## src/hw/rtl/assert_macros.svh

```systemverilog
// Assertion macros for the RTL files; the top level includes them.
`ifndef ASSERT_MACROS_SVH
`define ASSERT_MACROS_SVH

// Checked on every rising edge of i_clk outside reset.
`define ASSERT_CLKD(lbl, prop, msg) \
    lbl: assert property (@(posedge i_clk) disable iff (!i_rst_n) prop) else $error(msg);

// Checked on every rising edge of i_clk, reset included.
`define ASSERT_ALWAYS(lbl, prop, msg) \
    lbl: assert property (@(posedge i_clk) prop) else $error(msg);

`endif

```

## src/hw/rtl/smtplt_pkg.sv

```systemverilog
// Package for the SMTP session line tracker: types, constants, verb table.
`timescale 1ns / 1ps

package smtplt_pkg;

    // Line length saturation limit and the counter width it needs
    localparam int LINE_LIMIT = 1024;
    localparam int LEN_W      = $clog2(LINE_LIMIT + 1);

    // Command token storage
    localparam int TOKEN_KEEP = 5;
    localparam int TOK_IDX_W  = $clog2(TOKEN_KEEP);
    localparam int VERB_COUNT = 13;

    localparam int CODE_W = 10;
    localparam int CMD_W  = 4;

    localparam logic [CODE_W-1:0] CODE_START_DATA = 10'd354;

    localparam logic [7:0] CH_CR   = 8'h0d;
    localparam logic [7:0] CH_LF   = 8'h0a;
    localparam logic [7:0] CH_DASH = 8'h2d;
    localparam logic [7:0] CH_DOT  = 8'h2e;
    localparam logic [7:0] CH_SP   = 8'h20;
    localparam logic [7:0] CH_TAB  = 8'h09;
    localparam logic [7:0] CH_VT   = 8'h0b;
    localparam logic [7:0] CH_FF   = 8'h0c;
    localparam logic [7:0] CH_ZERO = 8'h30;
    localparam logic [7:0] CH_NINE = 8'h39;

    typedef enum logic [1:0] {
        ST_INIT = 2'd0,
        ST_RESP = 2'd1,
        ST_CMD  = 2'd2,
        ST_DATA = 2'd3
    } t_session;

    typedef enum logic [1:0] {
        LK_RESP      = 2'd0,
        LK_CMD       = 2'd1,
        LK_DATA      = 2'd2,
        LK_PARSE_ERR = 2'd3
    } t_line_kind;

    localparam logic [CMD_W-1:0] VERB_UNKNOWN = 4'd13;

    typedef logic [TOKEN_KEEP-1:0][7:0] t_token;

    // Upper-case fold, ASCII letters only
    function automatic logic [7:0] fold_upper(logic [7:0] c);
        return (c >= 8'h61 && c <= 8'h7a) ? (c - 8'd32) : c;
    endfunction

    // Verb text, first character in the top byte, zero padded
    function automatic logic [TOKEN_KEEP*8-1:0] verb_text(int v);
        logic [TOKEN_KEEP*8-1:0] t;
        case (v)
            0:       t = {"AUTH", 8'h00};
            1:       t = {"DATA", 8'h00};
            2:       t = {"EHLO", 8'h00};
            3:       t = {"EXPN", 8'h00};
            4:       t = {"HELO", 8'h00};
            5:       t = {"HELP", 8'h00};
            6:       t = {"MAIL", 8'h00};
            7:       t = {"NOOP", 8'h00};
            8:       t = {"QUIT", 8'h00};
            9:       t = {"RCPT", 8'h00};
            10:      t = {"RSET", 8'h00};
            11:      t = {"VRFY", 8'h00};
            12:      t = "DEBUG";
            default: t = '0;
        endcase
        return t;
    endfunction

    function automatic int verb_len(int v);
        return (v == 12) ? 5 : 4;
    endfunction

    // Match the kept token against the verb table; lowest index wins
    function automatic logic [CMD_W-1:0] match_verb(t_token tok, logic [LEN_W-1:0] len);
        logic [CMD_W-1:0]        res;
        logic                    same;
        logic [TOKEN_KEEP*8-1:0] txt;
        res = VERB_UNKNOWN;
        for (int v = VERB_COUNT - 1; v >= 0; v--) begin
            txt  = verb_text(v);
            same = (len == LEN_W'(verb_len(v)));
            for (int k = 0; k < TOKEN_KEEP; k++) begin
                if (k < verb_len(v) &&
                    fold_upper(tok[k]) != txt[TOKEN_KEEP*8-1-8*k -: 8]) begin
                    same = 1'b0;
                end
            end
            if (same) begin
                res = CMD_W'(v);
            end
        end
        return res;
    endfunction

endpackage

```

## src/hw/rtl/smtp_session_line_tracker_top.sv

```systemverilog
// Top level of the SMTP session line tracker: line splitting and session state.
`timescale 1ns / 1ps
`include "assert_macros.svh"

// Usage
// Input channel (i_valid / o_stall): one item per accepted edge. Opcode 0
// carries a stream byte of the direction the session awaits; opcode 1 starts
// a new session and clears the session and line state without giving a result.
// Output channel (o_valid / i_stall): one result item per completed line,
// i.e. per CR or LF, except an LF directly after a CR, which is dropped.
// Latency: a line's result is valid in the cycle after its terminator is
// accepted. Throughput: one item per cycle while o_stall is low.
// The block takes a new item while a result waits, as long as that result
// is taken in the same cycle; o_stall rises only when the result register is
// full and the receiver stalls, and the held result does not change.
// Reset (i_rst_n low at a clock edge): session state goes to init, all line
// counters clear, the result register empties.
module smtp_session_line_tracker_top (
    input  logic                                i_clk,
    input  logic                                i_rst_n,
    input  logic                                i_valid,
    output logic                                o_stall,
    input  logic [0:0]                          i_opcode,
    input  logic [7:0]                          i_data_byte,
    output logic                                o_valid,
    input  logic                                i_stall,
    output logic [1:0]                          o_line_kind,
    output logic [smtplt_pkg::CODE_W-1:0]       o_reply_code,
    output logic                                o_multi_line,
    output logic [smtplt_pkg::CMD_W-1:0]        o_command_id,
    output logic [smtplt_pkg::LEN_W-1:0]        o_line_length,
    output logic                                o_end_of_data,
    output logic [1:0]                          o_next_state
);
    import smtplt_pkg::*;

    // Session and line state
    t_session              r_state,       n_state;
    logic [LEN_W-1:0]      r_line_count,  n_line_count;
    logic [2:0]            r_digit_run,   n_digit_run;
    logic                  r_digits_done, n_digits_done;
    logic [CODE_W-1:0]     r_code,        n_code;
    logic                  r_dash,        n_dash;
    t_token                r_tok,         n_tok;
    logic [LEN_W-1:0]      r_tok_len,     n_tok_len;
    logic                  r_tok_closed,  n_tok_closed;
    logic                  r_first_dot,   n_first_dot;
    logic                  r_after_cr,    n_after_cr;

    // Result register
    logic                  r_out_valid,   n_out_valid;
    t_line_kind            r_kind;
    logic [CODE_W-1:0]     r_code_out;
    logic                  r_multi;
    logic [CMD_W-1:0]      r_cmd;
    logic [LEN_W-1:0]      r_len_out;
    logic                  r_eod;
    t_session              r_next;

    // Line-end result, computed from current state
    t_line_kind            res_kind;
    logic [CODE_W-1:0]     res_code;
    logic                  res_multi;
    logic [CMD_W-1:0]      res_cmd;
    logic                  res_eod;
    t_session              res_next;

    logic                  in_acc;
    logic                  is_end;
    logic                  emit;
    logic                  is_digit;
    logic                  is_blank;
    logic [7:0]            digit_val;

    assign o_stall  = r_out_valid & i_stall;
    assign in_acc   = i_valid & ~o_stall;
    assign is_end   = (i_data_byte == CH_CR) || (i_data_byte == CH_LF);
    assign is_digit = (i_data_byte >= CH_ZERO) && (i_data_byte <= CH_NINE);
    assign is_blank = (i_data_byte == CH_SP) || (i_data_byte == CH_TAB) ||
                      (i_data_byte == CH_VT) || (i_data_byte == CH_FF);
    assign digit_val = i_data_byte - CH_ZERO;

    // Per-state line result
    always_comb begin
        res_kind  = LK_RESP;
        res_code  = '0;
        res_multi = 1'b0;
        res_cmd   = VERB_UNKNOWN;
        res_eod   = 1'b0;
        res_next  = r_state;
        unique case (r_state)
            ST_INIT, ST_RESP: begin
                if (r_digit_run == 3'd3) begin
                    res_kind  = LK_RESP;
                    res_code  = r_code;
                    res_multi = r_dash;
                    if (!r_dash) begin
                        res_next = (r_code == CODE_START_DATA) ? ST_DATA : ST_CMD;
                    end
                end else begin
                    res_kind = LK_PARSE_ERR;
                end
            end
            ST_CMD: begin
                res_kind = LK_CMD;
                res_cmd  = match_verb(r_tok, r_tok_len);
                res_next = ST_RESP;
            end
            ST_DATA: begin
                res_kind = LK_DATA;
                if (r_line_count == LEN_W'(1) && r_first_dot) begin
                    res_eod  = 1'b1;
                    res_next = ST_RESP;
                end
            end
            default: begin
                res_kind = LK_PARSE_ERR;
            end
        endcase
    end

    // Next state for one accepted item
    always_comb begin
        n_state       = r_state;
        n_line_count  = r_line_count;
        n_digit_run   = r_digit_run;
        n_digits_done = r_digits_done;
        n_code        = r_code;
        n_dash        = r_dash;
        n_tok         = r_tok;
        n_tok_len     = r_tok_len;
        n_tok_closed  = r_tok_closed;
        n_first_dot   = r_first_dot;
        n_after_cr    = r_after_cr;
        emit          = 1'b0;

        if (in_acc) begin
            if (i_opcode[0]) begin
                // new session
                n_state       = ST_INIT;
                n_after_cr    = 1'b0;
                n_line_count  = '0;
                n_digit_run   = '0;
                n_digits_done = 1'b0;
                n_code        = '0;
                n_dash        = 1'b0;
                n_tok_len     = '0;
                n_tok_closed  = 1'b0;
                n_first_dot   = 1'b0;
            end else if (!is_end) begin
                // ordinary byte
                n_after_cr = 1'b0;
                if (r_line_count == '0) begin
                    n_first_dot = (i_data_byte == CH_DOT);
                end
                if (r_line_count < LEN_W'(LINE_LIMIT)) begin
                    n_line_count = r_line_count + LEN_W'(1);
                end
                if (!r_digits_done) begin
                    if (is_digit) begin
                        if (r_digit_run < 3'd3) begin
                            n_code = CODE_W'(({4'b0, r_code} * 14'd10) + 14'(digit_val));
                        end
                        if (r_digit_run < 3'd4) begin
                            n_digit_run = r_digit_run + 3'd1;
                        end
                    end else begin
                        n_digits_done = 1'b1;
                        if (r_digit_run == 3'd3 && i_data_byte == CH_DASH) begin
                            n_dash = 1'b1;
                        end
                    end
                end
                if (!r_tok_closed) begin
                    if (is_blank) begin
                        n_tok_closed = 1'b1;
                    end else begin
                        if (r_tok_len < LEN_W'(TOKEN_KEEP)) begin
                            n_tok[r_tok_len[TOK_IDX_W-1:0]] = i_data_byte;
                        end
                        if (r_tok_len < LEN_W'(LINE_LIMIT)) begin
                            n_tok_len = r_tok_len + LEN_W'(1);
                        end
                    end
                end
            end else if (i_data_byte == CH_LF && r_after_cr) begin
                // LF of a CR LF pair
                n_after_cr = 1'b0;
            end else begin
                // line end
                emit          = 1'b1;
                n_after_cr    = (i_data_byte == CH_CR);
                n_state       = res_next;
                n_line_count  = '0;
                n_digit_run   = '0;
                n_digits_done = 1'b0;
                n_code        = '0;
                n_dash        = 1'b0;
                n_tok_len     = '0;
                n_tok_closed  = 1'b0;
                n_first_dot   = 1'b0;
            end
        end
    end

    // Result register valid
    always_comb begin
        n_out_valid = r_out_valid & i_stall;
        if (emit) begin
            n_out_valid = 1'b1;
        end
    end

    // Control state
    always_ff @(posedge i_clk) begin
        if (!i_rst_n) begin
            r_state       <= ST_INIT;
            r_line_count  <= '0;
            r_digit_run   <= '0;
            r_digits_done <= 1'b0;
            r_code        <= '0;
            r_dash        <= 1'b0;
            r_tok_len     <= '0;
            r_tok_closed  <= 1'b0;
            r_first_dot   <= 1'b0;
            r_after_cr    <= 1'b0;
            r_out_valid   <= 1'b0;
        end else begin
            r_state       <= n_state;
            r_line_count  <= n_line_count;
            r_digit_run   <= n_digit_run;
            r_digits_done <= n_digits_done;
            r_code        <= n_code;
            r_dash        <= n_dash;
            r_tok_len     <= n_tok_len;
            r_tok_closed  <= n_tok_closed;
            r_first_dot   <= n_first_dot;
            r_after_cr    <= n_after_cr;
            r_out_valid   <= n_out_valid;
        end
    end

    // Payload: token characters and result fields
    always_ff @(posedge i_clk) begin
        r_tok <= n_tok;
        if (emit) begin
            r_kind     <= res_kind;
            r_code_out <= res_code;
            r_multi    <= res_multi;
            r_cmd      <= res_cmd;
            r_len_out  <= r_line_count;
            r_eod      <= res_eod;
            r_next     <= res_next;
        end
    end

    assign o_valid       = r_out_valid;
    assign o_line_kind   = r_kind;
    assign o_reply_code  = r_code_out;
    assign o_multi_line  = r_multi;
    assign o_command_id  = r_cmd;
    assign o_line_length = r_len_out;
    assign o_end_of_data = r_eod;
    assign o_next_state  = r_next;

    // Checks
    `ASSERT_ALWAYS(a_stall_only_when_full, o_stall |-> r_out_valid, "stall with empty result register")
    `ASSERT_CLKD(a_restart_clears, (in_acc && i_opcode[0]) |=> (r_state == ST_INIT && r_line_count == '0 && !r_after_cr), "new session did not clear state")
    `ASSERT_CLKD(a_eod_returns_resp, (o_valid && o_end_of_data) |-> (o_line_kind == LK_DATA && o_next_state == ST_RESP), "end of data with wrong kind or state")
    `ASSERT_CLKD(a_code_only_on_resp, (o_valid && o_reply_code != '0) |-> (o_line_kind == LK_RESP), "reply code on a non-response line")

endmodule
```

## config.mk

```make
export PLATFORM = sky130hd
export DESIGN_NAME = smtp_session_line_tracker_top
export DESIGN_NICKNAME = d
export VERILOG_FILES = /design/src/hw/rtl/smtplt_pkg.sv /design/src/hw/rtl/smtp_session_line_tracker_top.sv
export VERILOG_INCLUDE_DIRS = /design/src /design/src/hw/rtl
export SDC_FILE = /design/constraint.sdc
export NUM_CORES = 1
export LEC_CHECK = 0
export BUFFER_PORTS_ARGS = -buffer_cell sky130_fd_sc_hd__buf_2
export CAP_MARGIN = 10
export CELL_PAD_IN_SITES_DETAIL_PLACEMENT = 0
export CELL_PAD_IN_SITES_GLOBAL_PLACEMENT = 1
export CORE_UTILIZATION = 52
export DETAILED_ROUTE_END_ITERATION = 6
export PLACE_DENSITY = 0.92
export SLEW_MARGIN = 20
export SYNTH_ARGS = -nofsm -noshare
export SYNTH_HDL_FRONTEND = slang
export SYNTH_SLANG_ARGS = --single-unit
export TNS_END_PERCENT = 1
```

## constraint.sdc

```tcl
create_clock -name i_clk -period 7.7 [get_ports i_clk]
set_input_delay 1.155 -clock i_clk [delete_from_list [all_inputs] [get_ports i_clk]]
set_output_delay 1.155 -clock i_clk [all_outputs]
set_load 0.01 [all_outputs]
```

Yosys cells after proc, flatten, opt, wreduce, memory -nomap -nowiden
Cells that the tools add are included.

Register bits: 114. Bits of input ports: 13. Output and inout bits: 33. Word-level logic and storage cells: 330.

Add/sub/neg operators: 10. Multiply operators: 1. Order comparisons: 19. Equal/unequal tests: 75. Mux-type cells: 157. Bitwise logic cells: 8. Reductions and logical operators: 36.

Operators with widths (count): two-way mux 40 bit (13); inequality test 8 bit (53); two-way mux 11 bit (9); two-way mux 1 bit (94); two-way mux 10 bit (6); two-way mux 4 bit (12); two-way mux 8 bit (6); subtractor 8 x 6 -> 8 bit, second input constant (6); bitwise mux 40 bit (1); equality test 8 x 4 -> 1 bit, second input constant (5); >= comparator 8 x 7 -> 1 bit, second input constant (5); less-or-equal comparator 8 x 7 -> 1 bit, second input constant (5); demux 8 bit (select 3 bit) (1); equality test 8 x 6 -> 1 bit, second input constant (3); adder 11 x 1 -> 11 bit, second input constant (2); equality test 11 x 3 -> 1 bit, second input constant (2); < comparator 11 bit, second input constant (2); nonzero test 3 bit (7); AND reduction 5 bit (4); two-way mux 3 bit (6); two-way mux 2 bit (7); one-hot mux 2 bit (3 select lines) (2); equality test 11 x 1 -> 1 bit, second input constant (1); zero test 11 bit (1); other kinds (28) (53).

Longest topological paths before layout
Depth after elaboration: 23. Gate-level depth with buffers: 13. Mapped depth without buffers: 13.

Worst setup path after synthesis
No wires, ideal clock.

Path kind: input-to-reg. Start point: input port i_data_byte[4]. End point: register r_tok[16] in the netlist's numbering, enable pin. Library setup time: 383 ps. Data arrival time: 3143 ps. Required time: 7317 ps. Slack: 4174 ps. Cell stages on the path: 9. Path buffers: 0. Path through: inv_1 > ha_1 > and3_1 > o21ai_0 > a21boi_1 > or2_0 > nor4_1 > nand2b_1 > nor3_1.

Word-level cells in the longest chain between the ends: 6. Elaborated cells between the ends (all ways): 13. Classes of those cells: 6 x eq/ne; 2 x bitwise; 5 x reduce/logical.

RTL lines: start: declaration (RTL line smtp_session_line_tracker_top.sv:24) `input logic [7:0] i_data_byte,`; equality test 8 x 6 -> 1 bit / equality test 8 x 4 -> 1 bit (equally long branches) (RTL line smtp_session_line_tracker_top.sv:79) `assign is_blank = (i_data_byte == CH_SP) || (i_data_byte == CH_TAB) ||`; logical OR 1 bit (2 in series) (RTL line smtp_session_line_tracker_top.sv:79); logical OR 1 bit (RTL line smtp_session_line_tracker_top.sv:80) `(i_data_byte == CH_VT) || (i_data_byte == CH_FF);`; inverter 1 bit (no line); AND reduction 6 bit (no line) *; end signal: assignment (RTL line smtp_session_line_tracker_top.sv:245) `r_tok <= n_tok;`; end: declaration (RTL line smtp_session_line_tracker_top.sv:44) `t_token r_tok, n_tok;`.

Mark *: on every way between the ends. The rest lies on a longest branch, timed or not. A chain may end at the register's enable or synchronous reset.

Worst setup path after layout
Start point: input port i_data_byte[4]. End point: register r_tok[28] in the netlist's numbering, enable pin.

The elaborated chain is that of the path after synthesis.

==> summary.md <==
| Metric | Value |
|---|---|
| Status | finished, final reports clean |
| Synth Register Bits | 114 |
| Final ANT Viol Nets | 0 |
| Max-Cap Viols | 0 |
| Initial DRT Pass Iterations | 5 |
| Critical path's largest stage delay | 0.81 ns |
| Slew Viols, Final | 0 |
| Initial antenna violation count | 0 |
| Setup_tns | 0 ns |
| Synth cell count leaders | edfxtp_1 (71), dfxtp_1 (43), nor2_1 (41) |
| IO Count | 46 |
| Rows | 39 |
| Vias in the first global route | 4663 |
| Worst r2r src | r_code[1]$_SDFFE_PN0P_ |
| Ant diodes | 0 |
| DRC | 0 |
| Htree depth | 4 |
| Final setup vio count | 0 |
| Top post-synthesis cells by area | edfxtp_1 (35%), dfxtp_1 (14%), ha_1 (6.9%) |
| Levels on crit path | 10 |
| TritonCTS Sinks | 114 |
| Final setup margin | 3.78 ns |
| Nets | 678 |
| Grt ovf | 0 |
| Final Hold Fails | 0 |
| Setup slack after placement | 3.44 ns |
| Async set or reset register ratio after synthesis | 0% |
| Die Area | 12300 µm² |
| R2R Path End | r_code[9]$_SDFFE_PN0P_ |
| Worst endpoint required time | 7.74 ns |
| Setup Crit Path Kind | in2reg |
| Proportion of layout cells with a drive suffix above 1 | 16.4% |
| Gp weighted congestion | 0.831 |
| Register clock-pin slew on the reported worst setup and hold paths | 0.06 ns |
| Setup bufs post-CTS | 0 |
| CTS tree | yes |
| Unrepaired setup endpoints after global routing | no |
| Initial detailed-routing violation count | 283 |
| Initial core utilization | 53.7% |
| Syn_area_per_cell | 10.7 µm² |
| Setup Skew | 0.00814 ns |
| Register area share after synthesis | 48.6% |
| Final period utilization | 50.9% |
| Global-route wire length before repair | 23100 µm |
| Final min period | 3.92 ns |
| Pwr dens | 222 nW/µm² |
| CP max stage cell | nor3_1 |
| Worst Setup End Kind | flop |
| CP Cell Sequence | buf_2 -> inv_1 -> ha_1 -> and3_1 -> o21ai_0 -> a21boi_1 -> or2_0 -> nor4_1 -> nand2b_1 -> nor3_1 |
| Leakage power | 2.62 nW |
| Clock buffer depth | 2 |
| Post-synthesis cell area | 6160 µm² |
| Worst-Skew Late Latency | 0.42 ns |
| Core area | 11500 µm² |
| Mapped Nets | 627 |
| Die height | 111 µm |
| Maximum clock rate | 0.255 GHz |
| Hold Buf Count CTS | 0 |
| Wirelength per Cell | 18.2 µm |
| Layout area overhead | 15.9% |
| CP delay by family, top | simple AND/OR/NAND/NOR gates |
| Worst r2r path cells | 10 |
| Top cell type by total area after synthesis | edfxtp_1 |
| Netlist cell types | 79 |
| Arrival @ worst endpoint | 3.96 ns |
| Critical Path Fanout Max | 8 |
| Pin count of the biggest net entering global routing | 33 |
| Detailed Route WL | 14300 µm |
| Post-synth top area share | 34.6% |
| Hold Crit Class | reg2reg |
| CP Buf/Inv Count | 2 |
| Vias | 4749 |
| Ys flop type | edfxtp_1 |
| PostCTS Resize Cnt | 0 |
| Buffers on Ports | 45 |
| Slew of the pin with the lowest slew margin | 1.10 ns |
| Worst setup SP type | input pin |
| Tot GR Track Use | 24.0% |
| Root Buffer | clkbuf_16 |
| Die Width | 111 µm |
| CTS Buf Count | 17 |
| Mapped Cells | 578 |
| Crit path capture | r_tok[28]$_DFFE_PP_ |
| Count of flip-flops with a built-in enable after synthesis | 71 |
| DPL Wire Length | 9970 µm |
| Crit. Startpoint | i_data_byte[4] |
| Most frequent cell after synthesis | edfxtp_1 |
| Vias per cell | 6.05 |
| R2r setup slk | 4.42 ns |
| Max VDD drop | 0.000160 V |
| Slew headroom | 25.0% |
| Synth Warn # | 0 |
flip-flops by register name, summed over array words and instances, names as in the netlist, 2 cells and up:
register,flops
r_state,2
o_reply_code,10
r_tok,40
o_next_state,2
o_line_length,11
r_line_count,11
r_tok_len,11
r_digit_run,3
r_code,10
o_line_kind,2
o_command_id,4
how the worst min path moves through the flow:
stage / start / end / slack [ns] / cells past startpoint
after detailed placement: r_dash$_SDFFE_PN0P_ / r_dash$_SDFFE_PN0P_ / 0.48 / 2
after global routing: r_line_count[8]$_SDFFE_PN0P_ / o_line_length[8]$_DFFE_PP_ / 0.53 / 0
after CTS: r_code[9]$_SDFFE_PN0P_ / r_code[9]$_SDFFE_PN0P_ / 0.49 / 2
after global placement: r_dash$_SDFFE_PN0P_ / r_dash$_SDFFE_PN0P_ / 0.47 / 2
final: r_code[9]$_SDFFE_PN0P_ / r_code[9]$_SDFFE_PN0P_ / 0.50 / 2
after floorplan: r_line_count[10]$_SDFFE_PN0P_ / o_line_length[10]$_DFFE_PP_ / 0.41 / 0
layout by cell type, fill, tap and decap left out, types with 4 or more instances in the layout:
master,Yosys,layout
nand4b_1,8,8
nand2_1,36,36
o22ai_1,4,4
xnor2_1,14,14
nand4_1,15,15
buf_2,2,45
nor4_1,8,8
a21oi_1,22,22
and3_1,12,12
and2_1,17,17
inv_1,30,30
nand3_1,34,34
a21o_1,4,4
nand2b_1,8,8
edfxtp_1,71,71
a21boi_0,10,10
bufinv_16,0,4
dfxtp_1,43,43
nor2_1,41,41
nor2b_1,15,15
nor3b_1,5,5
or4_1,4,4
o21ai_0,13,13
xor2_1,13,13
ha_1,34,34
nor4b_1,5,5
nor3_1,23,20
clkbuf_16,0,17
kinds of logic (layout without fill, tap and decap cells):
kind of cell / after synthesis / after routing / share of synthesized area [%]
AND/OR/NAND/NOR: 260 / 260 / 24.5
flip-flops: 114 / 114 / 48.6
AO/OA/AOI/OAI: 95 / 95 / 12.4
buffers and inverters: 45 / 109 / 3.03
adder cells (fa/ha/maj): 36 / 36 / 7.56
XOR/XNOR: 27 / 27 / 3.84
multiplexers: 1 / 1 / 0.163
metal layers:
layer	routed length, µm	vias to the layer above	part of all wire [%]	track usage [%]
li1	-	2256	-	-
met1	6340	2304	44	30.7
met2	6920	164	48	39.8
met3	755	25	5.3	5.19
met4	266	0	1.9	8.98
met5	0	-	0	0
worst register-to-register path, cell delays in order, from the launching register on:
cell and delay, ns:
dfxtp_1 0.38, ha_1 0.33, ha_1 0.18, inv_1 0.06, fa_1 0.48, inv_1 0.04
ha_1 0.34, nand2_1 0.12, a2111oi_0 0.95, xnor2_1 0.16, o21ai_0 0.17
power breakdown:
part / leakage [nW] / switching [W] / total (W) / internal [W]
registers: 0.953 / 0.00000951 / 0.000662 / 0.000653
logic: 1.38 / 0.0000561 / 0.0000878 / 0.0000317
clock network: 0.295 / 0.000288 / 0.000831 / 0.000543
total: 2.62 / 0.000354 / 0.00158 / 0.00123
area by class of cell:
class | instances | area [µm²]
Clock inverter | 12 | 180
Sequential cell | 114 | 2990
Clock buffer | 20 | 437
Fill cell | 902 | 4330
Multi-Input combinational cell | 419 | 2990
Inverter | 30 | 113
Timing Repair Buffer | 47 | 240
Tap cell | 143 | 179
stage by stage:
step | std cells | util, % | hold slack (ns) | cell area [µm²] | total power (W)
floorplan | 578 | - | 0.406 | 6160 | 0.000732
finish | 785 | 62.2 | 0.495 | 7140 | 0.00158
global placement | 753 | 56.7 | 0.472 | 6500 | 0.000758
global route | 785 | 62.2 | 0.529 | 7140 | 0.00162
CTS | 785 | 62.1 | 0.494 | 7120 | 0.00158
detailed placement | 753 | 56.7 | 0.484 | 6500 | 0.000761
Power figures use the tool's default switching activity.
